`src/hw/rtl/dmc_pkg.sv`:
```
// Shared constants, types and helper functions for the maze carver.
package dmc_pkg;

    // Grid and stack geometry
    localparam int GRID_SIZE   = 15;
    localparam int STACK_DEPTH = 64;

    // Coordinate, stack address and stack pointer widths
    localparam int CW  = $clog2(GRID_SIZE);
    localparam int SAW = $clog2(STACK_DEPTH);
    localparam int SPW = $clog2(STACK_DEPTH + 1);

    // Port field widths
    localparam int CMD_W   = 2;
    localparam int FLD_W   = 4;
    localparam int RND_W   = 15;
    localparam int DEPTH_W = 7;

    typedef enum logic [CMD_W-1:0] {
        CMD_START = 2'd0,
        CMD_STEP  = 2'd1,
        CMD_READ  = 2'd2,
        CMD_IDLE  = 2'd3
    } t_cmd;

    // Neighbor directions, in search order
    typedef enum logic [1:0] {
        DIR_UP    = 2'd0,
        DIR_DOWN  = 2'd1,
        DIR_LEFT  = 2'd2,
        DIR_RIGHT = 2'd3
    } t_dir;

    typedef enum logic [1:0] {
        RD_UP   = 2'd0,
        RD_MID  = 2'd1,
        RD_DOWN = 2'd2,
        RD_CELL = 2'd3
    } t_rd_sel;

    typedef enum logic [1:0] {
        WR_NONE  = 2'd0,
        WR_START = 2'd1,
        WR_MID   = 2'd2,
        WR_TGT   = 2'd3
    } t_wr_sel;

    typedef enum logic [3:0] {
        S_IDLE,
        S_DECODE,
        S_START,
        S_RD_UP,
        S_RD_MID,
        S_RD_DOWN,
        S_EVAL,
        S_APPLY,
        S_CARVE_TGT,
        S_POP_LOAD,
        S_CELL_A,
        S_CELL_B,
        S_DONE
    } t_state;

    // Controller to datapath commands
    typedef struct packed {
        logic    load;
        logic    clear_grid;
        t_rd_sel rd_sel;
        logic    cap_up;
        logic    cap_mid;
        logic    eval;
        t_wr_sel wr_sel;
        logic    push_start;
        logic    push_tgt;
        logic    pop;
        logic    pop_load;
        logic    cap_cell;
        logic    result;
    } t_dp_cmd;

    // Datapath to controller status
    typedef struct packed {
        t_cmd cmd;
        logic stack_empty;
        logic do_carve;
    } t_dp_sts;

    // Remainder by three: sum base-4 digits twice, then fold
    function automatic logic [1:0] mod3(input logic [RND_W-1:0] v);
        logic [15:0] p;
        logic [4:0]  s;
        logic [2:0]  t;
        p = {1'b0, v};
        s = '0;
        for (int k = 0; k < 8; k++) begin
            s = s + 5'(p[2*k +: 2]);
        end
        t = 3'(s[1:0]) + 3'(s[3:2]) + 3'(s[4]);
        if (t >= 3'd6) begin
            t = t - 3'd6;
        end else if (t >= 3'd3) begin
            t = t - 3'd3;
        end
        return t[1:0];
    endfunction

    // Direction of the idx-th set candidate bit
    function automatic t_dir pick_dir(input logic [3:0] cand, input logic [1:0] idx);
        logic [1:0] n;
        t_dir       d;
        n = '0;
        d = DIR_UP;
        for (int k = 0; k < 4; k++) begin
            if (cand[k]) begin
                if (n == idx) begin
                    d = t_dir'(2'(k));
                end
                n = n + 2'd1;
            end
        end
        return d;
    endfunction

endpackage

```
`src/hw/rtl/dfs_maze_carver_core.sv`:
```
// Top level of the depth-first maze carver: controller plus datapath.
//
//  chan  dir  handshake                  fields
//  in    in   i_in_valid / o_in_stall    command row column random_value
//  out   out  o_out_valid / i_out_stall  cell_open top_row top_column carved finished stack_depth
//
// One item at a time; a step beat runs three registered row reads, a pick, and then either
// two grid writes or a stack pop read; a start clears the grid and pushes the start cell, a
// read fetches one grid row, and an idle command or a step on an empty stack goes to the result.
// Reset (synchronous, i_rst_n low) empties the stack and marks every grid row as wall.
// A new beat is accepted while the previous result still waits; under output stall
// the item holds in its final state until the result register frees up.
module dfs_maze_carver_core (
    input  logic                        i_clk,
    input  logic                        i_rst_n,
    input  logic                        i_in_valid,
    output logic                        o_in_stall,
    input  logic [dmc_pkg::CMD_W-1:0]   i_command,
    input  logic [dmc_pkg::FLD_W-1:0]   i_row,
    input  logic [dmc_pkg::FLD_W-1:0]   i_column,
    input  logic [dmc_pkg::RND_W-1:0]   i_random_value,
    output logic                        o_out_valid,
    input  logic                        i_out_stall,
    output logic                        o_cell_open,
    output logic [dmc_pkg::FLD_W-1:0]   o_top_row,
    output logic [dmc_pkg::FLD_W-1:0]   o_top_column,
    output logic                        o_carved,
    output logic                        o_finished,
    output logic [dmc_pkg::DEPTH_W-1:0] o_stack_depth
);
    import dmc_pkg::*;

    t_dp_cmd dp_cmd;
    t_dp_sts dp_sts;

    // Sequencer
    dmc_ctrl u_ctrl (
        .i_clk       (i_clk),
        .i_rst_n     (i_rst_n),
        .i_in_valid  (i_in_valid),
        .o_in_stall  (o_in_stall),
        .o_out_valid (o_out_valid),
        .i_out_stall (i_out_stall),
        .o_cmd       (dp_cmd),
        .i_sts       (dp_sts)
    );

    // Grid, stack and result datapath
    dmc_dp u_dp (
        .i_clk          (i_clk),
        .i_rst_n        (i_rst_n),
        .i_cmd          (dp_cmd),
        .o_sts          (dp_sts),
        .i_command      (i_command),
        .i_row          (i_row),
        .i_column       (i_column),
        .i_random_value (i_random_value),
        .o_cell_open    (o_cell_open),
        .o_top_row      (o_top_row),
        .o_top_column   (o_top_column),
        .o_carved       (o_carved),
        .o_finished     (o_finished),
        .o_stack_depth  (o_stack_depth)
    );

endmodule

```
`src/hw/rtl/dmc_ctrl.sv`:
```
// Sequencing state machine for the maze carver.
module dmc_ctrl (
    input  logic             i_clk,
    input  logic             i_rst_n,
    input  logic             i_in_valid,
    output logic             o_in_stall,
    output logic             o_out_valid,
    input  logic             i_out_stall,
    output dmc_pkg::t_dp_cmd o_cmd,
    input  dmc_pkg::t_dp_sts i_sts
);
    import dmc_pkg::*;

    t_state r_state, n_state;
    logic   r_out_valid, n_out_valid;
    logic   out_free;

    assign out_free    = !r_out_valid || !i_out_stall;
    assign o_in_stall  = (r_state != S_IDLE);
    assign o_out_valid = r_out_valid;

    // Advance state and output beat flag
    always_ff @(posedge i_clk) begin
        if (!i_rst_n) begin
            r_state     <= S_IDLE;
            r_out_valid <= 1'b0;
        end else begin
            r_state     <= n_state;
            r_out_valid <= n_out_valid;
        end
    end

    // Next state
    always_comb begin
        n_state = r_state;
        unique case (r_state)
            S_IDLE: begin
                if (i_in_valid) begin
                    n_state = S_DECODE;
                end
            end
            S_DECODE: begin
                unique case (i_sts.cmd)
                    CMD_START: n_state = S_START;
                    CMD_STEP:  n_state = i_sts.stack_empty ? S_DONE : S_RD_UP;
                    CMD_READ:  n_state = S_CELL_A;
                    CMD_IDLE:  n_state = S_DONE;
                    default:   n_state = S_DONE;
                endcase
            end
            S_START:     n_state = S_DONE;
            S_RD_UP:     n_state = S_RD_MID;
            S_RD_MID:    n_state = S_RD_DOWN;
            S_RD_DOWN:   n_state = S_EVAL;
            S_EVAL:      n_state = S_APPLY;
            S_APPLY:     n_state = i_sts.do_carve ? S_CARVE_TGT : S_POP_LOAD;
            S_CARVE_TGT: n_state = S_DONE;
            S_POP_LOAD:  n_state = S_DONE;
            S_CELL_A:    n_state = S_CELL_B;
            S_CELL_B:    n_state = S_DONE;
            S_DONE: begin
                if (out_free) begin
                    n_state = S_IDLE;
                end
            end
            default:     n_state = S_IDLE;
        endcase
    end

    // Datapath commands and output beat flag
    always_comb begin
        o_cmd        = '0;
        o_cmd.rd_sel = RD_MID;
        o_cmd.wr_sel = WR_NONE;
        n_out_valid  = r_out_valid && i_out_stall;
        unique case (r_state)
            S_IDLE: begin
                o_cmd.load = i_in_valid;
            end
            S_START: begin
                o_cmd.clear_grid = 1'b1;
                o_cmd.wr_sel     = WR_START;
                o_cmd.push_start = 1'b1;
            end
            S_RD_UP: begin
                o_cmd.rd_sel = RD_UP;
            end
            S_RD_MID: begin
                o_cmd.rd_sel = RD_MID;
                o_cmd.cap_up = 1'b1;
            end
            S_RD_DOWN: begin
                o_cmd.rd_sel  = RD_DOWN;
                o_cmd.cap_mid = 1'b1;
            end
            S_EVAL: begin
                o_cmd.eval = 1'b1;
            end
            S_APPLY: begin
                o_cmd.wr_sel = i_sts.do_carve ? WR_MID : WR_NONE;
                o_cmd.pop    = !i_sts.do_carve;
            end
            S_CARVE_TGT: begin
                o_cmd.wr_sel   = WR_TGT;
                o_cmd.push_tgt = 1'b1;
            end
            S_POP_LOAD: begin
                o_cmd.pop_load = 1'b1;
            end
            S_CELL_A: begin
                o_cmd.rd_sel = RD_CELL;
            end
            S_CELL_B: begin
                o_cmd.cap_cell = 1'b1;
            end
            S_DONE: begin
                if (out_free) begin
                    o_cmd.result = 1'b1;
                    n_out_valid  = 1'b1;
                end
            end
            default: begin
                o_cmd.load = 1'b0;
            end
        endcase
    end

endmodule

```
`src/hw/rtl/dmc_dp.sv`:
```
// Datapath: grid row memory, coordinate stack, candidate logic and result register.
module dmc_dp (
    input  logic                        i_clk,
    input  logic                        i_rst_n,
    input  dmc_pkg::t_dp_cmd            i_cmd,
    output dmc_pkg::t_dp_sts            o_sts,
    input  logic [dmc_pkg::CMD_W-1:0]   i_command,
    input  logic [dmc_pkg::FLD_W-1:0]   i_row,
    input  logic [dmc_pkg::FLD_W-1:0]   i_column,
    input  logic [dmc_pkg::RND_W-1:0]   i_random_value,
    output logic                        o_cell_open,
    output logic [dmc_pkg::FLD_W-1:0]   o_top_row,
    output logic [dmc_pkg::FLD_W-1:0]   o_top_column,
    output logic                        o_carved,
    output logic                        o_finished,
    output logic [dmc_pkg::DEPTH_W-1:0] o_stack_depth
);
    import dmc_pkg::*;

    // Latched item fields
    t_cmd             r_cmd;
    logic [FLD_W-1:0] r_row_in;
    logic [FLD_W-1:0] r_col_in;
    logic [1:0]       r_rnd;
    logic [1:0]       r_rnd_m3;

    // Search state
    logic [CW-1:0]  r_top_r;
    logic [CW-1:0]  r_top_c;
    logic [SPW-1:0] r_sp;
    logic [3:0]     r_cand;
    t_dir           r_dir;
    logic           r_do_carve;
    logic           r_carved;
    logic           r_cell_bit;

    // Grid rows with per-row valid bits, and the coordinate stack
    logic [GRID_SIZE-1:0] r_grid [GRID_SIZE];
    logic [GRID_SIZE-1:0] r_row_vld;
    logic [GRID_SIZE-1:0] r_rd_data;
    logic [2*CW-1:0]      r_stk [STACK_DEPTH];
    logic [2*CW-1:0]      r_stk_q;

    logic          start_ok, cell_ok;
    logic          up_ok, dn_ok, lf_ok, rt_ok;
    logic [CW-1:0] up_r, dn_r, lf_c, rt_c;
    logic [CW-1:0] rd_addr;
    logic          rd_hit;
    logic          dn_bit;
    logic [3:0]    cand_full;
    logic [2:0]    cand_cnt;
    logic [1:0]    pick_idx;
    logic          room;
    logic [CW-1:0] mid_r, mid_c, tgt_r, tgt_c;
    logic          wr_en, full_wr;
    logic [CW-1:0] wr_r, wr_c;
    logic [SAW-1:0] push_idx, stk_rd_a;
    logic [2*CW-1:0] push_data;
    logic          push_en;

    // Range checks on item coordinates and neighbors
    assign start_ok = (int'(r_row_in) < GRID_SIZE) && (int'(r_col_in) < GRID_SIZE);
    assign cell_ok  = start_ok;
    assign up_ok    = (r_top_r >= CW'(2));
    assign dn_ok    = (int'(r_top_r) + 2 < GRID_SIZE);
    assign lf_ok    = (r_top_c >= CW'(2));
    assign rt_ok    = (int'(r_top_c) + 2 < GRID_SIZE);
    assign up_r     = r_top_r - CW'(2);
    assign dn_r     = r_top_r + CW'(2);
    assign lf_c     = r_top_c - CW'(2);
    assign rt_c     = r_top_c + CW'(2);

    // Select the row to read
    always_comb begin
        case (i_cmd.rd_sel)
            RD_UP:   rd_addr = up_r;
            RD_MID:  rd_addr = r_top_r;
            RD_DOWN: rd_addr = dn_r;
            RD_CELL: rd_addr = CW'(r_row_in);
            default: rd_addr = r_top_r;
        endcase
    end
    assign rd_hit = (int'(rd_addr) < GRID_SIZE) && r_row_vld[rd_addr];

    // Candidate set with the down neighbor from the current read
    assign dn_bit    = dn_ok ? !r_rd_data[r_top_c] : 1'b0;
    assign cand_full = {r_cand[DIR_RIGHT], r_cand[DIR_LEFT], dn_bit, r_cand[DIR_UP]};
    assign cand_cnt  = 3'(cand_full[0]) + 3'(cand_full[1]) + 3'(cand_full[2])
                     + 3'(cand_full[3]);
    assign room      = (int'(r_sp) < STACK_DEPTH);

    // Choice index: random value mod candidate count
    always_comb begin
        case (cand_cnt)
            3'd2:    pick_idx = {1'b0, r_rnd[0]};
            3'd3:    pick_idx = r_rnd_m3;
            3'd4:    pick_idx = r_rnd[1:0];
            default: pick_idx = 2'd0;
        endcase
    end

    // Wall between and target cell for the chosen direction
    always_comb begin
        mid_r = r_top_r;
        mid_c = r_top_c;
        tgt_r = r_top_r;
        tgt_c = r_top_c;
        unique case (r_dir)
            DIR_UP: begin
                mid_r = r_top_r - CW'(1);
                tgt_r = up_r;
            end
            DIR_DOWN: begin
                mid_r = r_top_r + CW'(1);
                tgt_r = dn_r;
            end
            DIR_LEFT: begin
                mid_c = r_top_c - CW'(1);
                tgt_c = lf_c;
            end
            DIR_RIGHT: begin
                mid_c = r_top_c + CW'(1);
                tgt_c = rt_c;
            end
            default: begin
                mid_r = r_top_r;
            end
        endcase
    end

    // Grid write port
    always_comb begin
        wr_en = 1'b0;
        wr_r  = CW'(r_row_in);
        wr_c  = CW'(r_col_in);
        case (i_cmd.wr_sel)
            WR_START: wr_en = start_ok;
            WR_MID: begin
                wr_en = 1'b1;
                wr_r  = mid_r;
                wr_c  = mid_c;
            end
            WR_TGT: begin
                wr_en = 1'b1;
                wr_r  = tgt_r;
                wr_c  = tgt_c;
            end
            default: wr_en = 1'b0;
        endcase
    end
    assign full_wr = (i_cmd.wr_sel == WR_START) || !r_row_vld[wr_r];

    // Stack ports
    assign push_en   = (i_cmd.push_start && start_ok) || i_cmd.push_tgt;
    assign push_idx  = i_cmd.push_start ? '0 : r_sp[SAW-1:0];
    assign push_data = i_cmd.push_start ? {CW'(r_row_in), CW'(r_col_in)} : {tgt_r, tgt_c};
    assign stk_rd_a  = SAW'(r_sp - SPW'(2));

    // Grid memory: masked write, registered read
    always_ff @(posedge i_clk) begin
        if (wr_en) begin
            for (int j = 0; j < GRID_SIZE; j++) begin
                if (full_wr || (CW'(j) == wr_c)) begin
                    r_grid[wr_r][j] <= (CW'(j) == wr_c);
                end
            end
        end
        r_rd_data <= rd_hit ? r_grid[rd_addr] : '0;
    end

    // Stack memory: one write, one registered read
    always_ff @(posedge i_clk) begin
        if (push_en) begin
            r_stk[push_idx] <= push_data;
        end
        r_stk_q <= r_stk[stk_rd_a];
    end

    // Control state: row valid bits and stack pointer
    always_ff @(posedge i_clk) begin
        if (!i_rst_n) begin
            r_row_vld <= '0;
            r_sp      <= '0;
        end else begin
            // Clear all rows on start, keeping only the row just written
            if (i_cmd.clear_grid) begin
                r_row_vld <= wr_en ? (GRID_SIZE'(1) << wr_r) : '0;
            end else if (wr_en) begin
                r_row_vld[wr_r] <= 1'b1;
            end
            if (i_cmd.push_start) begin
                r_sp <= start_ok ? SPW'(1) : '0;
            end else if (i_cmd.push_tgt) begin
                r_sp <= r_sp + SPW'(1);
            end else if (i_cmd.pop) begin
                r_sp <= r_sp - SPW'(1);
            end
        end
    end

    // Item fields, candidates, choice and stack top
    always_ff @(posedge i_clk) begin
        if (i_cmd.load) begin
            r_cmd    <= t_cmd'(i_command);
            r_row_in <= i_row;
            r_col_in <= i_column;
            r_rnd    <= i_random_value[1:0];
            r_rnd_m3 <= mod3(i_random_value);
            r_carved <= 1'b0;
        end
        if (i_cmd.cap_up) begin
            r_cand[DIR_UP] <= up_ok ? !r_rd_data[r_top_c] : 1'b0;
        end
        if (i_cmd.cap_mid) begin
            r_cand[DIR_LEFT]  <= lf_ok ? !r_rd_data[lf_c] : 1'b0;
            r_cand[DIR_RIGHT] <= rt_ok ? !r_rd_data[rt_c] : 1'b0;
        end
        if (i_cmd.eval) begin
            r_cand[DIR_DOWN] <= dn_bit;
            r_dir            <= pick_dir(cand_full, pick_idx);
            r_do_carve       <= (cand_cnt != 3'd0) && room;
        end
        if (i_cmd.push_start && start_ok) begin
            r_top_r <= CW'(r_row_in);
            r_top_c <= CW'(r_col_in);
        end else if (i_cmd.push_tgt) begin
            r_top_r  <= tgt_r;
            r_top_c  <= tgt_c;
            r_carved <= 1'b1;
        end else if (i_cmd.pop_load) begin
            r_top_r <= r_stk_q[2*CW-1:CW];
            r_top_c <= r_stk_q[CW-1:0];
        end
        if (i_cmd.cap_cell) begin
            r_cell_bit <= cell_ok && r_rd_data[CW'(r_col_in)];
        end
    end

    // Result register
    always_ff @(posedge i_clk) begin
        if (i_cmd.result) begin
            o_cell_open   <= (r_cmd == CMD_READ) && r_cell_bit;
            o_top_row     <= (r_sp != '0) ? FLD_W'(r_top_r) : '0;
            o_top_column  <= (r_sp != '0) ? FLD_W'(r_top_c) : '0;
            o_carved      <= (r_cmd == CMD_STEP) && r_carved;
            o_finished    <= (r_sp == '0);
            o_stack_depth <= DEPTH_W'(r_sp);
        end
    end

    assign o_sts.cmd         = r_cmd;
    assign o_sts.stack_empty = (r_sp == '0);
    assign o_sts.do_carve    = r_do_carve;

endmodule
```
`config.mk`:
```
export PLATFORM = sky130hd
export DESIGN_NAME = dfs_maze_carver_core
export DESIGN_NICKNAME = d
export VERILOG_FILES = /design/src/hw/rtl/dmc_pkg.sv /design/src/hw/rtl/dfs_maze_carver_core.sv /design/src/hw/rtl/dmc_ctrl.sv /design/src/hw/rtl/dmc_dp.sv
export SDC_FILE = /design/constraint.sdc
export NUM_CORES = 1
export LEC_CHECK = 0
export BUFFER_PORTS_ARGS = -buffer_cell sky130_fd_sc_hd__buf_2
export CAP_MARGIN = 20
export CORE_AREA = 2 2 257 259
export DETAILED_ROUTE_END_ITERATION = 8
export DIE_AREA = 0 0 259 261
export GPL_ROUTABILITY_DRIVEN = 0
export PLACE_DENSITY = 0.76
export SETUP_SLACK_MARGIN = 0.2
export SYNTH_ARGS = -nofsm -noshare
export SYNTH_HDL_FRONTEND = slang
export SYNTH_SLANG_ARGS = --single-unit
```
`constraint.sdc`:
```
create_clock -name i_clk -period 5.3 [get_ports i_clk]
set_input_delay 0.53 -clock i_clk [delete_from_list [all_inputs] [get_ports i_clk]]
set_output_delay 0.53 -clock i_clk [all_outputs]
set_load 0.1 [all_outputs]
```
== Word level (Yosys, flattened, before mapping) ==
Memories as Yosys holds them, arrays and structs flattened. A register that Yosys moved wholly into a read port is not among the register bits.
Index checks and enable logic that the tools add are counted.
Word-level totals
  word-level logic and storage cells: 295
  memories: 2
  output and inout port bits: 20
  flip-flop bits (word level): 75
  bits in writable memories: 737
Memories
  u_dp.r_stk: words 64, width 8, rd ports 1, clocked after Yosys merged registers in 1, wr ports 1, line dmc_dp.sv:41  | logic [2*CW-1:0] r_stk [STACK_DEPTH];
  u_dp.r_grid: words 15, width 15, rd ports 1, clocked after Yosys merged registers in 1, wr ports 1, line dmc_dp.sv:38  | logic [GRID_SIZE-1:0] r_grid [GRID_SIZE];
Cells by class
  reduce and logical (&&, ||, !) cells: 50
  eq/ne operators: 46
  shifts and indexed selects: 1
  bitwise operators: 1
  multiplexer cells: 125
  magnitude comparators: 17
  $add $sub $neg: 29
Operators by type and width (number)
  1-bit 2-to-1 mux: 75
  32-bit by 5-bit less-than comparator with 1-bit output, second input constant: 2
  4-bit one-hot mux with 2 select lines: 6
  15-bit 2-to-1 mux: 3
  4-bit one-hot mux with 10 select lines: 1
  4-bit 2-to-1 mux: 9
  4-bit one-hot mux with 4 select lines: 2
  4-bit by 5-bit less-than comparator with 1-bit output, second input constant: 6
  4-bit equality test, first input constant: 7
  2-bit 2-to-1 mux: 13
  5-bit by 2-bit adder with 5-bit output: 5
  1-bit binary-select mux with 4-bit select: 6
  7-bit 2-to-1 mux: 3
  4-bit equality test, second input constant: 5
  1-bit logical OR: 18
  2-bit one-hot mux with 3 select lines: 3
  2-bit equality test, second input constant: 8
  3-bit by 4-bit equality test with 1-bit output, first input constant: 4
  4-bit by 3-bit equality test with 1-bit output, second input constant: 4
  15-bit bitwise OR: 1
  1-bit by 4-bit << shifter with 15-bit output, first input constant: 1
  4-bit less-than comparator, second input constant: 3
  4-bit by 2-bit adder with 5-bit output, second input constant: 2
  3-bit by 1-bit adder with 3-bit output: 3
  43 further kinds: 79

== Logic depth before layout (Yosys ltp) ==
  depth in word-level cells: 16
  mapped depth: 19
  depth with buffers taken out: 19

== Hierarchy ==
From an unflattened synthesis, not the netlist that was laid out.
Unflattened totals
  cell total of the unflattened synthesis: 2462
  area total of the unflattened synthesis: 36965.5 um2
Modules (own cells, without submodules)
  dmc_dp: instances 1, cells each 2389, seq. area each 24463.5 um2, area an instance 36463.7 um2
  dmc_ctrl: instances 1, cells each 73, seq. area each 100.1 um2, area an instance 501.7 um2

== Least setup slack after synthesis ==
No wires, ideal clock.
  path type: input port to flip-flop
  from: input port i_random_value[0] in the netlist's numbering
  to: register u_dp.r_rnd_m3[1] (data pin)
  data required time: 5.042 ns
  slack: 0.129 ns
  buffers on the path: 0
  arrival: 4.913 ns
  stages: 16
  path through: ha_1 fa_1 fa_1 fa_1 inv_1 fa_1 inv_1 fa_1 xnor2_1 fa_1 inv_1 fa_1 ha_1 o22a_1 o21ai_0 nor2_1
Between the ends
  cells in the longest elaborated chain, start to end: 12
RTL lines
  from (decl): line dfs_maze_carver_core.sv:21  | input logic [dmc_pkg::RND_W-1:0] i_random_value,
  2-bit by 2-bit adder with 3-bit output *: line dmc_pkg.sv:96  | s = s + 5'(p[2*k +: 2]);
  5-bit by 2-bit adder with 5-bit output * (5 in series): line dmc_pkg.sv:96
  5-bit by 1-bit adder with 5-bit output *: line dmc_pkg.sv:96
  2-bit by 2-bit adder with 3-bit output: line dmc_pkg.sv:98  | t = 3'(s[1:0]) + 3'(s[3:2]) + 3'(s[4]);
  3-bit by 1-bit adder with 3-bit output *: line dmc_pkg.sv:98
  3-bit by 2-bit >= comparator with 1-bit output or 2-bit subtractor (tied branches): line dmc_pkg.sv:101, dmc_pkg.sv:102
  2-bit 2-to-1 mux: line dmc_pkg.sv:101  | end else if (t >= 3'd3) begin
  2-bit 2-to-1 mux *: line dmc_pkg.sv:99  | if (t >= 3'd6) begin
  to (signal assigned): line dmc_dp.sv:208  | r_rnd_m3 <= mod3(i_random_value);
  to (decl): line dmc_dp.sv:25  | logic [1:0] r_rnd_m3;
Mark *: on every way between the ends. The rest lies on a longest branch, timed or not.
A chain may end at the register's enable or synchronous reset.

== Worst setup path in the final report ==
Ends and elaborated chain as after synthesis.

==> summary.txt <==
Logic synthesis
  – Synthesized netlist cell count: 2435
  – Top_reg_cell synth: sky130_fd_sc_hd__edfxtp_1
  – Post-synth EDFFs: 784
  – Cell Area, Synth: 36700 um^2
  – Post-synthesis share of cell area spent on full adders, half adders and majority gates: 0.0183
  – Asr flop ratio synth: 0
  – Cell type contributing the most total cell area after synthesis: sky130_fd_sc_hd__edfxtp_1
  – Share of the synthesized area in compound gates (AO/OA/AOI/OAI): 0.0918
  – Post-synthesis simple-gate area fraction: 0.0748
  – Synthesis-stage register bit count: 835
  – Cell types with the largest area share after synthesis: sky130_fd_sc_hd__edfxtp_1, sky130_fd_sc_hd__mux4_2, sky130_fd_sc_hd__a21oi_1
  – Number of warnings printed during yosys synthesis: 0
  – Syn avg cell area: 15.1 um^2
  – Post-synthesis xor/xnor area fraction: 0.00620
  – Main combinational cell family by area after synthesis: multiplexers
  – Total nets after synthesis: 2508
  – Multiplexer fraction of the synthesized cell area: 0.114
  – Fraction of synthesized cell area taken by the top area cell type: 0.641
  – Distinct cell type count after synthesis: 72
  – Seq/Total Area, Yosys: 0.669

Global route
  – Number of antenna violations at the first check in global routing: 1
  – Pin count of the biggest net entering global routing: 139
  – GR Util All Layers: 0.263
  – Number of global-route vias before repair: 21994
  – Met3 Usage GRT: 0.0466
  – Global routing's busiest layer: met2
  – GR Layer Usage met2: 0.435
  – Met1 capacity usage during global routing: 0.350
  – Grt ovf: 0
  – First-pass GRT wire length: 134000 um

Routing
  – Via Count: 22158
  – DRC errors left: 0
  – Via-per-instance ratio: 6.55
  – Router iterations before antenna repair: 6
  – Iteration-0 DRC count of the detailed router: 2889
  – Total length of routed wires: 88200 um
  – Average wire per cell in the routed design: 26.1 um
  – Remaining antenna violation count after routing: 0

Power and ir drop
  – Power density over the cells: 581 nW/um^2
  – Static leakage power: 13.2 nW
  – Overall power consumption: 23.7 mW
  – Peak supply drop: 476 uV

STA
  – Final Skew: 0.0328 ns
  – Slew at the pin closest to its max-slew limit: 1.13 ns
  – Final critical-path required period: 4.82 ns
  – FMAX: 0.208 GHz
  – Slew Limit Headroom: 0.248
  – Final-report max-slew violation count: 0
  – Final critical-path share of the clock period: 0.909
  – RSZ-0062 raised after global routing: false
  – Total of endpoints with negative setup slack in the final report: 0
  – Final hold viol count: 0

Worst setup path
  – Type of the worst setup path: input pin to register
  – Buffers plus inverters on the worst setup path: 5
  – Slowest library cell on the worst path: sky130_fd_sc_hd__fa_1
  – Cell family contributing the most delay on the critical path: adder cells
  – Capturing element type of the critical path: register
  – Data required time of the critical path: 5.68 ns
  – Dominant cell type by count on the critical path: sky130_fd_sc_hd__fa_1
  – Largest incremental delay on the critical path: 0.51 ns
  – Crit path arrival time: 5.19 ns
  – Startpoint type of the worst setup path: input pin
  – Cells traversed along the worst timing path: buf_2 -> ha_1 -> fa_1 -> fa_1 -> fa_1 -> inv_1 -> fa_1 -> inv_1 -> fa_2 -> a21o_1 -> a21oi_2 -> fa_1 -> inv_1 -> fa_1 -> buf_4 -> ha_1 -> o22a_1 -> o21ai_0 -> nor2_1
  – Worst Path Max Fanout: 5

Clock network
  – Sink Count: 835
  – Insertion delay to the later sink of the worst-skew pair: 0.65 ns
  – Hold buffers post-CTS: 0
  – Clock transition at the registers of the reported paths: 0.06 ns
  – Root buffer cell: sky130_fd_sc_hd__clkbuf_16
  – CTS tree: done
  – Number of clock buffers inserted by TritonCTS: 83
  – Total number of H-tree levels: 3
  – Buffers from clock root to sink, at most: 3

Floorplanning
  – Count of pins on the block boundary: 49
  – Die boundary width: 259 um
  – Core Box Area: 65000 um^2
  – Full die area: 67600 um^2
  – Core Rows: 94
  – Vertical die dimension: 261 um
  – Initial Utilization: 0.565

Layout
  – Final core utilization: 0.626
  – Final cell count without fillers: 3382
  – Number of fill cells in the layout: 4518
  – Post-layout instance area: 40700 um^2
  – Final net count: 2523
  – Antenna diodes: 0
  – Area added between synthesis and finish: 10.8%
  – Share of layout cells above drive strength 1: 0.185

Outcome
  – Outcome: completed

Placement
  – Cell Area, Placed: 37900 um^2
  – Cells after DPL: 3220
  – Placed wire-length estimate: 52600 um
  – PortBufs: 48

Min path
  – Worst hold path type: input pin to register

Job
  – Number of max-cap violations: 0
[worst reg2reg max path, delay by kind of cell (launching register included)]
kind,cells,cell delay (ns)
AND/OR/NAND/NOR,4,1.82
AO/OA/AOI/OAI,3,1.48
flip-flops,1,0.86
[layout by cell type (no fill, tap or decap), types with 6 or more instances in the layout]
cell,n
sky130_fd_sc_hd__nand2_1,220
sky130_fd_sc_hd__clkbuf_16,83
sky130_fd_sc_hd__o31ai_1,7
sky130_fd_sc_hd__a211oi_1,53
sky130_fd_sc_hd__nor3b_1,7
sky130_fd_sc_hd__mux4_2,172
sky130_fd_sc_hd__buf_4,56
sky130_fd_sc_hd__o21ai_0,26
sky130_fd_sc_hd__nand4_1,11
sky130_fd_sc_hd__bufinv_16,7
sky130_fd_sc_hd__inv_1,40
sky130_fd_sc_hd__a311oi_1,46
sky130_fd_sc_hd__or2_2,8
sky130_fd_sc_hd__o211ai_1,8
sky130_fd_sc_hd__and2_1,52
sky130_fd_sc_hd__a21boi_0,15
sky130_fd_sc_hd__mux2i_1,26
sky130_fd_sc_hd__ha_1,28
sky130_fd_sc_hd__a21o_1,23
sky130_fd_sc_hd__nand2b_1,12
sky130_fd_sc_hd__buf_2,48
sky130_fd_sc_hd__a21oi_1,287
sky130_fd_sc_hd__xnor2_1,13
sky130_fd_sc_hd__dfxtp_1,49
sky130_fd_sc_hd__nor2_1,151
sky130_fd_sc_hd__clkinv_1,19
sky130_fd_sc_hd__clkbuf_1,22
sky130_fd_sc_hd__or3_1,8
sky130_fd_sc_hd__nand3_1,15
sky130_fd_sc_hd__nor3_4,10
sky130_fd_sc_hd__fa_1,15
sky130_fd_sc_hd__a21oi_2,21
sky130_fd_sc_hd__edfxtp_1,784
sky130_fd_sc_hd__nor3_1,22
sky130_fd_sc_hd__buf_12,7
sky130_fd_sc_hd__a21oi_4,6
sky130_fd_sc_hd__xor2_1,10
sky130_fd_sc_hd__nor2b_1,24
sky130_fd_sc_hd__clkinv_2,11
[routing by layer]
metal | share of wire | routed length (um) | up-vias
li1 | - | - | 9487
met1 | 0.37 | 32800 | 11188
met2 | 0.50 | 44100 | 1250
met3 | 0.087 | 7630 | 233
met4 | 0.041 | 3640 | 0
met5 | 0 | 0 | -
[synthesized netlist by cell type (7+ instances only)]
cell                       number
sky130_fd_sc_hd__a21boi_0      15
sky130_fd_sc_hd__nor2_1       151
sky130_fd_sc_hd__o31ai_1        7
sky130_fd_sc_hd__mux2i_1       27
sky130_fd_sc_hd__nand3_1       15
sky130_fd_sc_hd__nand2b_1      12
sky130_fd_sc_hd__clkbuf_1     136
sky130_fd_sc_hd__a311oi_1      46
sky130_fd_sc_hd__nor3_4        10
sky130_fd_sc_hd__fa_1          16
sky130_fd_sc_hd__or2_2          9
sky130_fd_sc_hd__mux4_2       172
sky130_fd_sc_hd__a211oi_1      53
sky130_fd_sc_hd__dfxtp_1       51
sky130_fd_sc_hd__inv_1         40
sky130_fd_sc_hd__a21o_1        23
sky130_fd_sc_hd__o21ai_0       26
sky130_fd_sc_hd__xor2_1        11
sky130_fd_sc_hd__xnor2_1       15
sky130_fd_sc_hd__buf_6         11
sky130_fd_sc_hd__buf_2         17
sky130_fd_sc_hd__and2_1        52
sky130_fd_sc_hd__edfxtp_1     784
sky130_fd_sc_hd__or3_1          8
sky130_fd_sc_hd__nor2b_1       24
sky130_fd_sc_hd__nand4_1       11
sky130_fd_sc_hd__a21oi_1      295
sky130_fd_sc_hd__buf_1         17
sky130_fd_sc_hd__a21oi_2       19
sky130_fd_sc_hd__nand2_1      223
sky130_fd_sc_hd__ha_1          28
sky130_fd_sc_hd__nor3b_1        7
sky130_fd_sc_hd__nor3_1        22
sky130_fd_sc_hd__o211ai_1       8
[state kept, by name, indices dropped and copies added, names as in the netlist, 2 cells and up]
| register | cells |
|---|---|
| u_dp.r_stk | 512 |
| u_dp.r_rnd_m3 | 2 |
| u_dp.r_cand | 3 |
| u_dp.o_top_row | 4 |
| u_dp.r_dir | 2 |
| u_dp.r_cmd | 2 |
| u_dp.r_row_vld | 15 |
| u_dp.o_top_column | 4 |
| u_dp.r_rd_data | 15 |
| u_dp.r_sp | 7 |
| u_dp.o_stack_depth | 7 |
| u_dp.r_top_r | 4 |
| u_dp.r_top_c | 4 |
| u_dp.r_row_in | 4 |
| u_dp.r_rnd | 2 |
| u_dp.r_stk_q | 8 |
| u_dp.r_col_in | 4 |
| u_dp.r_grid | 225 |
| u_ctrl.r_state | 4 |
[cell families after synthesis]
family	after synthesis
buf+inv	223
simple gates	571
fa+ha+maj	44
xor+xnor	26
flops	835
compound gates	533
mux	203
[layout make-up]
cell class / count / area [um^2] / share of cell area
clock buffers: 106 / 2170 / 0.0534
clock inverters: 47 / 515 / 0.0127
repair buffers: 113 / 840 / 0.0206
inverters: 40 / 150 / 0.00369
multi-input cells: 1377 / 11400 / 0.279
flip-flops and latches: 835 / 24600 / 0.604
well taps: 864 / 1080 / 0.0266
[repair_timing]
action,in CTS,in global routing
endpoints found under the setup margin,0,1
setup buffers,0,5
resized for setup,0,0
[final timing paths]
kind / end / from / cells after the start / slack, ns
max reg2reg: u_dp.r_grid[5][0] / u_ctrl.r_state[2] / 7 / 0.83
min: u_dp.r_cmd[1] / i_command[1] / 1 / 0.08
min reg2reg: u_dp.r_row_vld[13] / u_dp.r_row_vld[13] / 2 / 0.48
max: u_dp.r_rnd_m3[1] / i_random_value[0] / 19 / 0.48
[through the flow]
step | setup slack (ns) | setup TNS, ns | hold WS (ns)
global placement | 0.000915 | 0 | 0.471
global route | 0.337 | 0 | 0.0648
floorplan | 0.187 | 0 | 0.423
detailed placement | -0.161 | -0.267 | 0.473
finish | 0.482 | 0 | 0.0783
CTS | 0.506 | 0 | 0.0550
[power breakdown]
| group | switching (mW) | leakage (nW) | internal (mW) |
|---|---|---|---|
| Combinational | 5.96 | 4.35 | 3.02 |
| Sequential | 0.406 | 7.54 | 8.47 |
| Clock | 2.51 | 1.30 | 3.29 |
| Total | 8.88 | 13.2 | 14.8 |
(Power assumes the default switching activity.)
